$ cat src/sv/aspe_mem.sv
// Adjacency matrix row memory with per-row valid bits and a common fill
// value, so clear and set-all need no pass over the rows. No dependencies.
`default_nettype none
module aspe_mem #(
  parameter int ROWS = 64,
  parameter int AW   = 6
) (
  input  wire             clk,
  input  wire             rst,
  input  wire  [AW-1:0]   rd_addr,
  output logic [ROWS-1:0] rd_row,
  input  wire             wr_en,
  input  wire  [AW-1:0]   wr_addr,
  input  wire  [ROWS-1:0] wr_row,
  input  wire             fill_en,
  input  wire             fill_val
);

  logic [ROWS-1:0] mem [ROWS];
  logic [ROWS-1:0] rd_data;
  logic [AW-1:0]   rd_addr_q;
  logic [ROWS-1:0] vld;
  logic            fillv;

  always_ff @(posedge clk) begin
    if (wr_en) begin
      mem[wr_addr] <= wr_row;
    end
    rd_data   <= mem[rd_addr];
    rd_addr_q <= rd_addr;
  end

  always_ff @(posedge clk) begin
    if (rst) begin
      vld   <= '0;
      fillv <= 1'b1;
    end else if (fill_en) begin
      vld   <= '0;
      fillv <= fill_val;
    end else if (wr_en) begin
      vld[wr_addr] <= 1'b1;
    end
  end

  // rows never written since the last fill read as the fill value
  assign rd_row = vld[rd_addr_q] ? rd_data : {ROWS{fillv}};

endmodule
`default_nettype wire

$ cat config.mk
export PLATFORM = sky130hd
export DESIGN_NAME = aspe_mem
export DESIGN_NICKNAME = d
export VERILOG_FILES = /design/src/sv/aspe_mem.sv
export SDC_FILE = /design/constraint.sdc
export NUM_CORES = 2
export LEC_CHECK = 0
export BUFFER_PORTS_ARGS = -buffer_cell sky130_fd_sc_hd__buf_2
export CORE_UTILIZATION = 55
export DETAILED_ROUTE_END_ITERATION = 10
export PLACE_DENSITY = 0.74
export SLEW_MARGIN = 20
export SYNTH_ARGS = -nofsm -noshare
export SYNTH_HDL_FRONTEND = slang
export SYNTH_SLANG_ARGS = --single-unit
$ cat constraint.sdc
create_clock -name clk -period 6.51 [get_ports clk]
set_input_delay 0 -clock clk [delete_from_list [all_inputs] [get_ports clk]]
set_output_delay 0 -clock clk [all_outputs]
set_load 0.1 [all_outputs]
==> summary.md <==
| Metric | Value |
|---|---|
| RePlAce Congestion | 0.801 |
| Worst min path class | input pin to flip-flop |
| Commonest non-fill, non-tap cells in the layout | edfxtp_1, mux4_2, clkbuf_16 |
| Post-synth cell types | 34 |
| Initial antenna violation count | 31 |
| PortBufs | 144 |
| Ratio of cells with drive above 1 in the final layout | 31.5% |
| Largest family of logic cells by synthesized area | multiplexers |
| Max stage delay on crit path | 0.90 ns |
| RSZ-0062 raised after global routing | no |
| Synth area leader | edfxtp_1 |
| Hold_sp | wr_addr[4] |
| Synth async-reset ratio | 0% |
| Initial core utilization | 55.3% |
| Area grow syn2layout | 12.8% |
| Leading cell type in the layout, fill and taps excluded | edfxtp_1 |
| Hold_buf cts | 84 |
| Setup TNS | 0 ns |
| CTS Sinks | 4,231 |
| Crit path DAT | 4.56 ns |
| Global-route wire length before repair | 599 mm |
| Post-synth top area share | 77.2% |
| Final setup fails | 0 |
| Vias | 76,500 |
| Post-synth top flop | edfxtp_1 |
| Max Cap Viol | 0 |
| Pwr Density | 315 mW/mm2 |
| Startpoint Class | flip-flop |
| # DRC | 0 |
| Core ar. | 0.288 mm2 |
| Clock buffer count from CTS | 399 |
| Final Cell Area | 0.180 mm2 |
| Pre-antenna DRT Iters | 7 |
| Number of global-route vias before repair | 77,500 |
| Die width | 540 um |
| CP Cell Sequence | mux4_2, nand2b_1, a211oi_2, o21ai_0, o21ai_4, buf_4, a21o_1, buf_2 |
| CTS max path bufs | 4 |
| ANT nets after route | 0 |
| Req. time, crit path | 6.51 ns |
| Final wirelength | 431 mm |
| Number of H-tree levels | 5 |
| Post-CTS sizing | 0 |
| Worst Skew | 0.0447 ns |
| Drt wl/cell | 39.4 um |
| Count of mapped cells out of synthesis | 6,345 |
| Tcrit/Tclk final | 70.1% |
| Dpl hpwl | 197 mm |
| Peak VDD IR | 0.228 mV |
| Slew of the pin with the lowest slew margin | 1.20 ns |
| R2R setup slack | 4.29 ns |
| Clk_lat worst skew | 0.92 ns |
| Worst Path Buf+Inv | 2 |
| DRT iter0 DRCs | 12,500 |
| Via density | 7.00 |
| Fin nets | 6,873 |
| EDFF count, synth | 4,096 |
| Syn Area/Cell | 25.1 um2 |
| Dpl cell area | 0.166 mm2 |
| Endpoint type of the worst setup path | output pin |
| Fraction of the mapped netlist area in adder cells | 0% |
| Post-synthesis compound-gate area fraction | 1.30% |
| Cell row count | 197 |
| Postcts setup bufs | 0 |
| Mux cell area share after synthesis | 18.3% |
| Leakage | 0.0559 uW |
| Cell Area, Synth | 0.159 mm2 |
| GRT Overall Usage | 29.7% |
| Simple-gate share of the synthesized area | 0.511% |
| Crit path launch | rd_addr_q[1] |
| Crit path max fanout | 64 |
| Slowest CP cell | dfxtp_1 |
| Die area | 0.292 mm2 |
| Status | complete, no violations |
| Max-slew violations | 0 |
| CP Class | flip-flop to output pin |
| Xor/xnor share of the synthesized area | 0% |
| Largest net degree at the start of global routing | 142 |
| Grt total ovfl | 0 |
| Worst path top cell family by delay | buffers and inverters |
| Syn_nets | 6,426 |
| FF-to-FF Start | mem[55][62] |
| Final Critical Period | 4.56 ns |
| Chip height | 540 um |
| Worst rel slew slack | 19.7% |
| Fmax | 219 MHz |
| Area contributors post-synth | edfxtp_1, mux4_2, dfxtp_1 |
| IO Pins | 145 |
| Yosys reg bits | 4,231 |
| Seq/Total Area, Yosys | 78.9% |
| CTS tree | built |
| YS warnings | 0 |
| Root Driver | clkbuf_16 |
| Final hold vios | 0 |
| Clock-pin slew on the worst setup and hold paths | 0.06 ns |
## flip-flops by register name, summed over array words and instances, names as in the netlist
signal,flops
fillv,1
vld,64
rd_data,64
mem,4096
rd_addr_q,6
## final cells by class
cell class,instances,area (um2)
Antenna cell,19,47.5
Clock buffer,542,11000
Clock inverter,196,1980
Fill cell,18000,108000
Inverter,1,3.75
Multi-Input combinational cell,1769,32600
Sequential cell,4231,126000
Tap cell,3781,4730
Timing Repair Buffer,390,3700
## stage by stage
| stage | util (%) | std cells | hold WS [ns] | worst slack (ns) | total power [uW] |
|---|---|---|---|---|---|
| finish | 62.4 | 10900 | 0.0701 | 1.95 | 56500 |
| global route | 62.4 | 10900 | 0.0750 | 1.78 | 57800 |
| CTS | 62.3 | 10900 | 0.000892 | 2.00 | 56600 |
| detailed placement | 57.5 | 10100 | 0.218 | 2.97 | 33800 |
| global placement | 57.5 | 10100 | 0.205 | 3.08 | 33700 |
| floorplan | - | 6345 | 0.0277 | 1.06 | 32700 |
## synthesized netlist by cell type, types with 2 or more instances
cell      instances
a211oi_1          2
clkbuf_1        185
a21o_1           65
nor3_1            5
nand3b_1          2
nand2b_1          6
buf_6            11
mux2i_1          20
a22o_1            2
a21oi_1           2
nor2b_1          14
buf_4            12
and2_1            3
nand4_1           4
nand3_1          12
buf_1            29
o21a_1           64
dfxtp_1         135
nor2_1           67
a22oi_1         132
mux4_2         1286
edfxtp_1       4096
nand2_1          74
buf_2           107
## cells by family after synthesis
| kind of cell | count (synthesis) |
|---|---|
| flip-flops | 4231 |
| multiplexers | 1306 |
| buffers and inverters | 345 |
| AO/OA/AOI/OAI | 274 |
| AND/OR/NAND/NOR | 189 |
## report_power, final
part | internal (uW) | switching (uW)
clock network | 13100 | 10100
logic | 1100 | 1940
registers | 30100 | 199
total | 44300 | 12300
## path summary, 6_finish.rpt
kind,end,depth (start not counted)
worst max-delay path,rd_row[32],8
worst min-delay path,mem[46][34],4
worst max register to register,rd_data[62],4
worst min register to register,vld[32],1
## worst reg2reg max path: cells and delay by family (launching register included)
family / cells / cell delay [ns]
and+or+nand+nor: 1 / 0.17
DFF: 1 / 0.44
muxes: 2 / 1.05
AOI/OAI and AO/OA: 1 / 0.42
## layer usage
metal	part of all wire, %	global-route usage [%]	vias up
li1	-	-	28600
met1	33	39.0	40800
met2	49	48.1	5962
met3	12	6.50	1206
met4	5.3	13.3	12
met5	0.019	0	-
No activity file was read; power rests on OpenSTA's default activity.
