==> config.mk <==
export PLATFORM = sky130hd
export DESIGN_NAME = aspe_cell
export DESIGN_NICKNAME = d
export VERILOG_FILES = /design/src/sv/aspe_pkg.sv /design/src/sv/aspe_cell.sv
export SDC_FILE = /design/constraint.sdc
export NUM_CORES = 1
export LEC_CHECK = 0
export BUFFER_PORTS_ARGS = -buffer_cell sky130_fd_sc_hd__buf_2
export CAP_MARGIN = 20
export CORE_AREA = 5 5 42 44
export CTS_CLUSTER_DIAMETER = 200
export DETAILED_ROUTE_END_ITERATION = 8
export DIE_AREA = 0 0 47 49
export GPL_TIMING_DRIVEN = 0
export PLACE_DENSITY = 0.79
export SKIP_CTS_REPAIR_TIMING = 1
export SLEW_MARGIN = 20
export SYNTH_ARGS = -nofsm -noshare
export SYNTH_HDL_FRONTEND = slang
export SYNTH_SLANG_ARGS = --single-unit
==> constraint.sdc <==
create_clock -name clk -period 3.45 [get_ports clk]
set_input_delay 0.5175 -clock clk [delete_from_list [all_inputs] [get_ports clk]]
set_output_delay 0.5175 -clock clk [all_outputs]
set_load 0.01 [all_outputs]
==> src/sv/aspe_pkg.sv <==
// Shared types and constants of the adjacency shortest-path engine.
// No dependencies; the other files, aspe_mem apart, refer to it by scoped names.
`default_nettype none
package aspe_pkg;

  localparam int NODE_W   = 6;   // node index field width
  localparam int CMD_W    = 3;
  localparam int CNT_W    = 7;   // node_count and degree width
  localparam int STATUS_W = 2;
  localparam int DIST_W   = 7;

  localparam logic [DIST_W-1:0] DIST_UNREACHED = '1;

  localparam logic [CMD_W-1:0] CMD_CLEAR = 3'd0;
  localparam logic [CMD_W-1:0] CMD_FILL  = 3'd1;
  localparam logic [CMD_W-1:0] CMD_EDGE  = 3'd2;
  localparam logic [CMD_W-1:0] CMD_PATH  = 3'd3;
  localparam logic [CMD_W-1:0] CMD_REG   = 3'd4;

  localparam logic [STATUS_W-1:0] ST_OK         = 2'd0;
  localparam logic [STATUS_W-1:0] ST_EDGE_RANGE = 2'd1;
  localparam logic [STATUS_W-1:0] ST_UNREACHED  = 2'd2;
  localparam logic [STATUS_W-1:0] ST_NODE_RANGE = 2'd3;

  // distance update in every cell
  typedef enum logic [1:0] {
    DOP_HOLD,
    DOP_INIT,
    DOP_RELAX
  } dist_op_t;

  // shift-bit update in every cell
  typedef enum logic [2:0] {
    SOP_HOLD,
    SOP_LOAD_LVL,
    SOP_LOAD_CAND,
    SOP_LOAD_ROW,
    SOP_SHIFT
  } shift_op_t;

  typedef struct packed {
    dist_op_t           dop;
    shift_op_t          sop;
    logic [DIST_W-1:0]  lvl;
  } cell_ctrl_t;

endpackage
`default_nettype wire

==> src/sv/aspe_cell.sv <==
// One node cell of the chain: hop distance plus one shift bit passed to
// the lower neighbor. Depends on aspe_pkg.
`default_nettype none
module aspe_cell (
  input  wire                     clk,
  input  aspe_pkg::cell_ctrl_t    ctrl,
  input  wire                     row_bit,
  input  wire                     active,
  input  wire                     is_src,
  input  wire                     shift_in,
  output logic                    shift_bit
);

  logic [aspe_pkg::DIST_W-1:0] hops;
  logic                        lvl_hit;

  assign lvl_hit = active && (hops == ctrl.lvl);

  always_ff @(posedge clk) begin
    unique case (ctrl.dop)
      aspe_pkg::DOP_INIT: begin
        hops <= is_src ? '0 : aspe_pkg::DIST_UNREACHED;
      end
      aspe_pkg::DOP_RELAX: begin
        if (row_bit && active && hops == aspe_pkg::DIST_UNREACHED) begin
          hops <= ctrl.lvl + 1'b1;
        end
      end
      default: begin
      end
    endcase

    unique case (ctrl.sop)
      aspe_pkg::SOP_LOAD_LVL:  shift_bit <= lvl_hit;
      aspe_pkg::SOP_LOAD_CAND: shift_bit <= lvl_hit && row_bit;
      aspe_pkg::SOP_LOAD_ROW:  shift_bit <= active && row_bit;
      aspe_pkg::SOP_SHIFT:     shift_bit <= shift_in;
      default: begin
      end
    endcase
  end

endmodule
`default_nettype wire

==> Implementation_results.wiki, run 1 <==
{| class="wikitable"
! Metric !! Value
|-
| Final cell utilization of the core || just under 50%
|-
| RSZ-0062 raised after global routing || no
|-
| Fraction of final layout cells sized beyond drive strength 1 || between 30% and 40%
|-
| Final antenna-violating net count || 0
|-
| Worst hold path startpoint || shift_in
|-
| Reg-to-reg critical path endpoint || hops[5]
|-
| Worst reg-to-reg setup slack || 2.17 ns
|-
| Non-Filler Instances || between 80 and 90
|-
| Initial detailed-routing violation count || 7
|-
| Internal portion of total power || between 0.00015 and 0.0002 W
|-
| DIE AREA || roughly 2300 um^2
|-
| Ordered cell list for the critical path || buf_2, nor2b_1, clkbuf_2, nor2b_2, a21oi_1
|-
| Largest cells by area after synthesis || edfxtp_1 (44%), xnor2_1 (11%), xor2_1 (9.6%)
|-
| Most used standard cells in the synthesized netlist || edfxtp_1 (8), xnor2_1 (7), a21oi_1 (6), xor2_1 (6), nand3_1 (5)
|-
| Total half-perimeter wirelength after legalization and detailed placement || roughly 900 um
|-
| Final TNS setup || 0 ns
|-
| Result of the run || completed
|-
| Tcrit/Tclk final || between 30% and 40%
|-
| Number of placement rows || 14
|-
| Antenna violations before repair || 0
|-
| Final Setup Violations || 0
|-
| Sink Count || 8
|-
| Maximum vdd drop || 223 uV
|-
| Number of distinct library cells after synthesis || 20
|-
| GRT Residual Overflow || 0
|-
| Number of violations of the max-capacitance limit || 0
|-
| Critical path start-end classification || primary input to flip-flop
|-
| Gate Count Post-Synth || 53
|-
| Switching fraction of total power || 24.9%
|-
| Total detailed-routing wirelength || 1.09 mm
|-
| Share of total power in combinational logic || approximately 19%
|-
| Shortest period the worst path allows || 1.31 ns
|-
| Maximum achievable frequency || 761 MHz
|-
| Power per Cell Area || 354 nW/um^2
|-
| Clock-pin slew of the registers on the worst-case setup and hold paths || approximately 0.06 ns
|-
| Number of warnings issued by yosys || 0
|-
| Antenna Diode Count || 0
|-
| Proportion of power drawn by flip-flops and latches || around half
|-
| Leakage dissipation || roughly 0.27 nW
|-
| Number of buffer and inverter stages on the critical path || 2
|-
| Number of cells traversed by the worst register-to-register path || 3
|-
| Placer's final routability congestion estimate || between 0.7 and 0.8
|-
| Synth area leader || edfxtp_1
|-
| Worst slew margin relative to its limit || between 70% and 80%
|-
| Number of cells traversed by the worst hold path || 3
|-
| Longest Clk Path Bufs || 2
|-
| Hold Path Class || primary input to flip-flop
|-
| Post-route worst hold slack || about 0.57 ns
|-
| Area taken by multi-input logic gates || 294 um^2
|-
| Initial cell density of the core || 39.0%
|-
| Most frequent cell after synthesis || edfxtp_1
|-
| Clock H-tree levels || 1
|-
| Post-route clock skew || approximately 0.0037 ns
|-
| Vertical extent of the die || between 40 and 50 um
|-
| Via density per instance || ~5.0
|-
| Category of cells accounting for the largest share of critical-path delay || simple AND/OR/NAND/NOR gates
|-
| Required time of the critical path || between 3 and 4 ns
|-
| Layout Area Growth over Synthesis || 23.3%
|-
| Fraction of registers with async set/reset || 0%
|-
| Transition time of the tightest slew-check pin || 0.311 ns
|-
| Share of power burned in the clock network || around 30%
|-
| Sort of element at the start of the critical path || primary input
|-
| Worst setup EP type || flip-flop
|-
| I/O Pins || 18
|-
| Peak per-stage delay on the critical path || a little over 0.3 ns
|-
| Net switching power || 0.0000596 W
|-
| Final hold viol count || 0
|-
| Fill count || between 100 and 150
|-
| Placeable core region || between 1000 and 1500 um^2
|-
| Top flip-flop cell by instance count after synthesis || edfxtp_1
|-
| Post-route total power || around 0.00024 W
|-
| Syn Std Cell Area || around 550 um^2
|-
| Count of flip-flops with a built-in enable after synthesis || 8
|-
| Cell with the biggest individual delay on the critical path || nor2b_2
|-
| Pins Over Slew Limit || 0
|-
| Inst Count DP || 86
|-
| Global-route wire length before repair || roughly 1.8 mm
|-
| Worst R2R Start || hops[6]
|-
| Data arrival time of the critical path || 1.30 ns
|-
| Number of global-route vias before repair || around 450
|-
| Iteration count of the initial detailed-routing pass || 4
|-
| Wire length per cell after detailed routing || ~12 um
|-
| Count of vias placed by the detailed router || about 440
|-
| DRC violations left || 0
|-
| Clock tree from TritonCTS || yes
|-
| Average cell area after synthesis || slightly above 10 um^2
|-
| Clock latency reported for the late side of the worst-skew pair || 0.25 ns
|-
| Synthesis-stage register bit count || 8
|-
| Highest fanout seen on the critical path || 8
|-
| Total routing usage reported by global routing || around 11%
|-
| Sequential-to-total area share from yosys stat || around 44%
|-
| Largest net degree at the start of global routing || 9
|-
| Synthesized netlist net count || a little over 70
|-
| Top-area cell type share of the netlist area || 43.9%
|-
| Nets || 93
|-
| Inserted Clock Buffers || 3
|-
| Endpoint of the worst hold-timing path || shift_bit
|-
| Root buffer selected by CTS || clkbuf_4
|-
| DIE WIDTH || between 40 and 50 um
|-
| PortBufs || 17
|-
| Total area of sequential cells || between 200 and 250 um^2
|}
-- cell usage in the layout (no fill, tap or decap), drive strengths merged, types with 2 or more instances in the layout --
cell type / instances
nand4: 3
nand3: 5
xnor2: 7
a21oi: 7
edfxtp: 8
nor2b: 3
xor2: 6
nor2: 2
nor4: 2
inv: 2
buf: 17
clkbuf: 4
-- worst max-delay path by stage --
stage | from | end | depth (start not counted)
6_report | ctrl[11] | hops[3] | 5
5_1_grt | ctrl[0] | hops[6] | 6
3_3_place_gp | ctrl[11] | hops[1] | 5
3_5_place_dp | ctrl[11] | hops[2] | 5
4_1_cts | hops[5] | hops[5] | 3
2_1_floorplan | ctrl[0] | hops[6] | 5
-- area by class of cell --
class | count | share of cell area (%)
Buffer | 1 | 0.742
Timing Repair Buffer | 17 | 12.6
Clock buffer | 3 | 3.34
Tap cell | 16 | 2.97
Inverter | 2 | 1.11
Sequential cell | 8 | 35.6
Multi-Input combinational cell | 42 | 43.6
-- tightest hold or removal path, stage by stage --
cell	delay [ns]
buf_2	0.07
nand3_1	0.06
nand3_1	0.06
-- sequential cells by signal (all words and copies together), names as in the netlist --
signal	count
hops	7
shift_bit	1
-- routing by layer --
metal	global-route usage (%)	routed length (um)	vias to the layer above
li1	-	-	234
met1	12.4	468	189
met2	16.3	495	16
met3	2.58	105	2
met4	9.68	21	0
met5	0	0	-
-- through the flow --
step / cell area (um^2) / worst slack (ns)
floorplan: 547 / 2.08
global placement: 652 / 1.88
detailed placement: 652 / 1.88
CTS: 674 / 2.14
global route: 674 / 2.06
finish: 674 / 2.14
-- power groups by stage --
| stage | logic, W | clock network [W] | registers [W] |
|---|---|---|---|
| floorplan | 0.0000269 | 0 | 0.000122 |
| detailed placement | 0.0000468 | 0 | 0.000123 |
| global route | 0.0000525 | 0.0000760 | 0.000122 |
| finish | 0.0000464 | 0.0000716 | 0.000121 |
| CTS | 0.0000471 | 0.0000733 | 0.000121 |
| global placement | 0.0000458 | 0 | 0.000123 |
-- kinds of logic after synthesis --
kind of cell	Yosys count	share of synthesized area [%]
mux	1	2.06
compound gates	8	8.47
flops	8	43.9
simple gates	19	20.1
xor+xnor	13	20.8
buf+inv	3	2.29
fa+ha+maj	1	2.29
Note: power is estimated with default switching activity, not from simulation.
==> inputs of run 2 (changes only) <==
--- a/config.mk
+++ b/config.mk
@@ -5,14 +5,15 @@
 export SDC_FILE = /design/constraint.sdc
 export NUM_CORES = 1
 export LEC_CHECK = 0
+export ABC_AREA = 1
 export BUFFER_PORTS_ARGS = -buffer_cell sky130_fd_sc_hd__buf_2
 export CAP_MARGIN = 20
-export CORE_AREA = 5 5 42 44
+export CORE_MARGIN = 5
+export CORE_UTILIZATION = 49
 export CTS_CLUSTER_DIAMETER = 200
 export DETAILED_ROUTE_END_ITERATION = 8
-export DIE_AREA = 0 0 47 49
 export GPL_TIMING_DRIVEN = 0
-export PLACE_DENSITY = 0.79
+export PLACE_DENSITY = 0.87
 export SKIP_CTS_REPAIR_TIMING = 1
 export SLEW_MARGIN = 20
 export SYNTH_ARGS = -nofsm -noshare
==> constraint.sdc (replaced) <==
create_clock -name clk -period 1.4 [get_ports clk]
set_input_delay 0.21 -clock clk [delete_from_list [all_inputs] [get_ports clk]]
set_output_delay 0.21 -clock clk [all_outputs]
set_load 0.01 [all_outputs]
==> Implementation_results.wiki, run 2 <==
{| class="wikitable"
! Metric !! Value
|-
| Clock tree from TritonCTS || yes
|-
| Commonest cells after routing, fill and taps aside || nand2_1 (37), inv_1 (17), buf_2 (17), nor2_1 (10), nand3_1 (9)
|-
| Iteration count of the initial detailed-routing pass || 4
|-
| Transition time of the tightest slew-check pin || between 0.2 and 0.3 ns
|-
| Worst hold path startpoint || shift_in
|-
| Final hold viol count || 0
|-
| Power per Cell Area || between 700 and 800 nW/um^2
|-
| Largest net degree at the start of global routing || 9
|-
| I/O Pins || 18
|-
| Longest Clk Path Bufs || 2
|-
| Final cell utilization of the core || a little over three fifths
|-
| Largest register by flop count || hops
|-
| Top flip-flop cell by instance count after synthesis || edfxtp_1
|-
| Number of global-route vias before repair || roughly 660
|-
| PortBufs || 17
|-
| Worst R2R Start || hops[3]
|-
| Number of warnings issued by yosys || 0
|-
| Data arrival time of the critical path || around 1.3 ns
|-
| Inst Count DP || approximately 130
|-
| Placeable core region || roughly 1300 um^2
|-
| Final non-filler cell area || between 800 and 900 um^2
|-
| Sequential-to-total area share from yosys stat || between 30% and 40%
|-
| Clock-pin slew of the registers on the worst-case setup and hold paths || approximately 0.060 ns
|-
| Vertical extent of the die || ~47 um
|-
| Synth area leader || edfxtp_1
|-
| Maximum vdd drop || 409 uV
|-
| Antenna Diode Count || 0
|-
| RSZ-0062 raised after global routing || no
|-
| Layout Area Growth over Synthesis || 24.5%
|-
| Worst setup EP type || flip-flop
|-
| Tcrit/Tclk final || between 90% and 100%
|-
| Shortest period the worst path allows || 1.28 ns
|-
| Final Setup Violations || 0
|-
| DIE AREA || between 2000 and 2500 um^2
|-
| Fill count || 132
|-
| Endpoint of the worst hold-timing path || shift_bit
|-
| Gate Count Post-Synth || between 90 and 100
|-
| Nets || between 100 and 150
|-
| Hold Path Class || primary input to flip-flop
|-
| Clock H-tree levels || 1
|-
| Syn Std Cell Area || 653 um^2
|-
| Pins Over Slew Limit || 0
|-
| Number of distinct library cells after synthesis || 17
|-
| Root buffer selected by CTS || clkbuf_4
|-
| Required time of the critical path || 1.38 ns
|-
| Initial detailed-routing violation count || 18
|-
| Critical path start-end classification || flip-flop to flip-flop
|-
| Via density per instance || about 5.2
|-
| Post-route clock skew || slightly above 0.0006 ns
|-
| Non-Filler Instances || 135
|-
| Average cell area after synthesis || about 6.6 um^2
|-
| Worst reg-to-reg setup slack || about 0.12 ns
|-
| Antenna violations before repair || 0
|-
| Number of violations of the max-capacitance limit || 0
|-
| Largest cells by area after synthesis || edfxtp_1 (37%), nand2_1 (21%), inv_1 (9.8%)
|-
| Result of the run || completed
|-
| Largest registers || hops (7), shift_bit (1)
|-
| Sink Count || 8
|-
| Fraction of final layout cells sized beyond drive strength 1 || between 20% and 30%
|-
| Synthesis-stage register bit count || 8
|-
| Total detailed-routing wirelength || 1.53 mm
|-
| Sort of element at the start of the critical path || flip-flop
|-
| Wire length per cell after detailed routing || about 11 um
|-
| DIE WIDTH || approximately 47 um
|-
| Clock latency reported for the late side of the worst-skew pair || ~0.26 ns
|-
| Synthesized netlist net count || 117
|-
| DRC violations left || 0
|-
| Number of cells traversed by the worst hold path || 4
|-
| Number of cells traversed by the worst register-to-register path || 3
|-
| Total routing usage reported by global routing || about 17%
|-
| Most frequent cell after synthesis || nand2_1
|-
| Top-area cell type share of the netlist area || a little under two fifths
|-
| Total half-perimeter wirelength after legalization and detailed placement || roughly 1.2 mm
|-
| Number of flip-flops under the largest register name || 7
|-
| Reg-to-reg critical path endpoint || hops[5]
|-
| Total cell area at the placement stage || 762 um^2
|-
| Highest fanout seen on the critical path || 7
|-
| Worst slew margin relative to its limit || 81.3%
|-
| Inserted Clock Buffers || 3
|-
| Count of vias placed by the detailed router || ~700
|-
| Number of placement rows || 13
|-
| Maximum achievable frequency || just under 800 MHz
|-
| Initial cell density of the core || roughly 51%
|-
| Placer's final routability congestion estimate || 0.867
|-
| Leading cell type in the layout, fill and taps excluded || nand2_1
|-
| Leakage dissipation || 0.427 nW
|-
| Most used standard cells in the synthesized netlist || nand2_1 (37), inv_1 (17), nor2_1 (10)
|-
| Count of flip-flops with a built-in enable after synthesis || 8
|-
| GRT Residual Overflow || 0
|-
| Global-route wire length before repair || roughly 2.6 mm
|-
| Final antenna-violating net count || 0
|-
| Fraction of registers with async set/reset || 0%
|}
-- run 2: cell types whose count changed after synthesis, moves of 2 or more --
| cell | previous run | this run |
|---|---|---|
| nor2b_1 | 2 | 0 |
| nor2_2 | 0 | 2 |
| xnor2_1 | 7 | 1 |
| nand3_1 | 5 | 9 |
| nor2_1 | 2 | 10 |
| o21ai_0 | 0 | 5 |
| a21oi_1 | 6 | 0 |
| nand2_1 | 1 | 37 |
| inv_1 | 2 | 17 |
| xor2_1 | 6 | 0 |
| nor4_1 | 2 | 0 |
-- run 2: metal layers --
layer  up-vias  global-route usage [%]  wire, um
met4         0                    7.39        19
met5         -                       0         0
met3         4                    4.30       102
met2        26                    31.0       792
li1        356                       -         -
met1       321                    18.8       619
-- run 2: layout make-up --
type                            instances  area (um^2)  area share, %
Timing Repair Buffer                   18          105           12.9
Tap cell                               15         18.8           2.31
Multi-Input combinational cell         73          352           43.2
Clock buffer                            3         22.5           2.77
Buffer                                  1         11.3           1.38
Sequential cell                         8          240           29.5
Inverter                               17         63.8           7.85
-- run 2: worst max path at each step --
| stage | startpoint | end | slack, ns | cells after the start |
|---|---|---|---|---|
| 4_1_cts | hops[6] | hops[2] | -0.13 | 2 |
| 3_5_place_dp | ctrl[11] | hops[5] | -0.25 | 5 |
| 5_1_grt | hops[3] | hops[5] | 0.06 | 3 |
| 3_3_place_gp | ctrl[10] | hops[1] | -0.20 | 4 |
| 6_report | hops[3] | hops[5] | 0.12 | 3 |
| 2_1_floorplan | ctrl[11] | hops[0] | 0.09 | 4 |
-- run 2: cell families (layout without fill, tap and decap cells) --
family                   count (synthesis)  in the layout  synth area share, %
AND/OR/NAND/NOR                         64             64                 42.3
buffers and inverters                   18             39                 11.5
flip-flops                               8              8                 36.8
AO/OA/AOI/OAI                            7              7                 6.13
adder cells (fa/ha/maj)                  1              1                 1.92
XOR/XNOR                                 1              1                 1.34
-- run 2: power by group --
part	internal (W)	switching (W)
Sequential	0.000282	0.00000787
Combinational	0.0000604	0.0000791
Clock	0.0000987	0.0000873
-- run 2: stage by stage --
stage               setup TNS, ns  worst slack (ns)  total power (W)  hold slack, ns
floorplan                       0            0.0924         0.000371           0.440
global placement            -1.37            -0.196         0.000418           0.577
detailed placement          -1.78            -0.254         0.000425           0.597
CTS                        -0.890            -0.129         0.000607           0.333
global route                    0            0.0579         0.000657           0.344
finish                          0             0.117         0.000615           0.331
-- run 2: critical path, stage by stage, from the launching register on --
cell and delay (ns):
edfxtp_1 0.38, nand4_1 0.18, o31ai_4 0.29, buf_12 0.16
==> inputs of run 3 (changes only) <==
--- a/config.mk
+++ b/config.mk
@@ -10,10 +10,11 @@
 export CAP_MARGIN = 20
 export CORE_MARGIN = 5
 export CORE_UTILIZATION = 49
+export CTS_BUF_LIST = sky130_fd_sc_hd__clkbuf_4 sky130_fd_sc_hd__clkbuf_8 sky130_fd_sc_hd__clkbuf_16
 export CTS_CLUSTER_DIAMETER = 200
 export DETAILED_ROUTE_END_ITERATION = 8
 export GPL_TIMING_DRIVEN = 0
-export PLACE_DENSITY = 0.87
+export PLACE_DENSITY_LB_ADDON = 0.12
 export SKIP_CTS_REPAIR_TIMING = 1
 export SLEW_MARGIN = 20
 export SYNTH_ARGS = -nofsm -noshare
==> Implementation_results.wiki, run 3 (synthesis results as in run 2) <==
{| class="wikitable"
! Metric !! Value
|-
| Leading cell type in the layout, fill and taps excluded || nand2_1
|-
| Category of cells accounting for the largest share of critical-path delay || flip-flops
|-
| Transition time of the tightest slew-check pin || between 0.3 and 0.4 ns
|-
| Layout Area Growth over Synthesis || 24.5%
|-
| Number of buffer and inverter stages on the critical path || 1
|-
| Pins Over Slew Limit || 0
|-
| Shortest period the worst path allows || 1.32 ns
|-
| Worst R2R Start || hops[2]
|-
| Final antenna-violating net count || 0
|-
| Initial cell density of the core || around half
|-
| RSZ-0062 raised after global routing || no
|-
| Clock tree from TritonCTS || yes
|-
| Largest registers || hops (7), shift_bit (1)
|-
| Power per Cell Area || ~750 nW/um^2
|-
| Number of violations of the max-capacitance limit || 0
|-
| Cell with the biggest individual delay on the critical path || edfxtp_1
|-
| Inserted Clock Buffers || 3
|-
| DRC violations left || 0
|-
| Sort of element at the start of the critical path || flip-flop
|-
| Worst setup EP type || flip-flop
|-
| Required time of the critical path || between 1 and 1.5 ns
|-
| Final hold viol count || 0
|-
| Initial detailed-routing violation count || 22
|-
| Result of the run || completed
|-
| Wire length per cell after detailed routing || 11.0 um
|-
| Sink Count || 8
|-
| Final Setup Violations || 0
|-
| Antenna Diode Count || 0
|-
| Maximum achievable frequency || about 760 MHz
|-
| Hold Path Class || primary input to flip-flop
|-
| Clock H-tree levels || 1
|-
| Longest Clk Path Bufs || 2
|-
| Placer's final routability congestion estimate || about 0.84
|-
| Worst slew margin relative to its limit || roughly four fifths
|-
| Root buffer selected by CTS || clkbuf_4
|-
| PortBufs || 17
|-
| I/O Pins || 18
|-
| Largest register by flop count || hops
|-
| Final TNS setup || 0 ns
|-
| Clock latency reported for the late side of the worst-skew pair || ~0.25 ns
|-
| Largest net degree at the start of global routing || 9
|-
| Origin of the worst setup path || hops[2]
|-
| DIE AREA || approximately 2200 um^2
|-
| Peak per-stage delay on the critical path || between 0.3 and 0.4 ns
|-
| Nets || between 100 and 150
|-
| Data arrival time of the critical path || 1.29 ns
|-
| Inst Count DP || 131
|-
| Number of global-route vias before repair || 596
|-
| Tcrit/Tclk final || between 90% and 100%
|-
| Fraction of final layout cells sized beyond drive strength 1 || between 20% and 30%
|-
| Worst hold path startpoint || ctrl[0]
|-
| Final cell utilization of the core || 63.3%
|-
| DIE WIDTH || approximately 47 um
|-
| Clock-pin slew of the registers on the worst-case setup and hold paths || ~0.06 ns
|-
| Leakage dissipation || 0.427 nW
|-
| GRT Residual Overflow || 0
|-
| Placeable core region || 1280 um^2
|-
| Ordered cell list for the critical path || nand4_1, o31ai_4, buf_12
|-
| Number of flip-flops under the largest register name || 7
|-
| Total half-perimeter wirelength after legalization and detailed placement || 1.20 mm
|-
| Critical path start-end classification || flip-flop to flip-flop
|-
| Vertical extent of the die || between 40 and 50 um
|-
| Iteration count of the initial detailed-routing pass || 4
|-
| Maximum vdd drop || roughly 420 uV
|-
| Commonest cells after routing, fill and taps aside || nand2_1 (37), inv_1 (17), buf_2 (17), nor2_1 (10), nand3_1 (9)
|-
| Count of vias placed by the detailed router || between 600 and 700
|-
| Non-Filler Instances || 135
|-
| Total detailed-routing wirelength || approximately 1.5 mm
|-
| Total routing usage reported by global routing || between 15 and 20%
|-
| Highest fanout seen on the critical path || 7
|-
| Post-route total power || around 0.00061 W
|-
| Post-route worst hold slack || approximately 0.33 ns
|-
| Post-route clock skew || approximately 0.002 ns
|-
| Number of placement rows || 13
|-
| Global-route wire length before repair || roughly 2.4 mm
|-
| Via density per instance || roughly 5
|-
| Antenna violations before repair || 0
|}
## run 3: cell counts in the layout (fill, tap and decap cells not counted)
No cell type changed its count.
## run 3: routing by layer
metal | track usage (%) | vias to the layer above | share of wire (%)
met5 | 0 | - | 0
met4 | 12.5 | 0 | 3.4
met2 | 26.1 | 25 | 46
li1 | - | 356 | -
met3 | 3.13 | 7 | 8.4
met1 | 18.8 | 286 | 42
## run 3: cell type report
cell class                      count  area [um^2]
Multi-Input combinational cell     73          352
Clock buffer                        3         22.5
Inverter                           17         63.8
Timing Repair Buffer               18          105
Buffer                              1         11.3
Tap cell                           15         18.8
Fill cell                         122          472
Sequential cell                     8          240
## run 3: worst paths after layout
| kind | to | slack, ns | depth (start not counted) |
|---|---|---|---|
| setup reg to reg | hops[4] | 0.08 | 3 |
| hold reg to reg | shift_bit | 0.83 | 5 |
| setup / recovery | hops[4] | 0.08 | 3 |
| hold / removal | hops[0] | 0.33 | 2 |
## run 3: power breakdown
part           switching, W  total, W  leakage, nW  internal (W)
combinational     0.0000781  0.000138        0.336     0.0000603
clock             0.0000834  0.000182       0.0138     0.0000985
sequential       0.00000795  0.000290       0.0764      0.000282
## run 3: worst register-to-register path: cells and delay by family (launching register included)
kind | cells | cell delay, ns
buf+inv | 1 | 0.16
flops | 1 | 0.38
simple gates | 1 | 0.19
compound gates | 1 | 0.30
## run 3: stage by stage
| stage | setup slack, ns | cell area, um^2 |
|---|---|---|
| global placement | -0.261 | 762 |
| detailed placement | -0.290 | 762 |
| floorplan | 0.0924 | 658 |
| finish | 0.0802 | 813 |
| CTS | -0.178 | 785 |
| global route | 0.0201 | 813 |
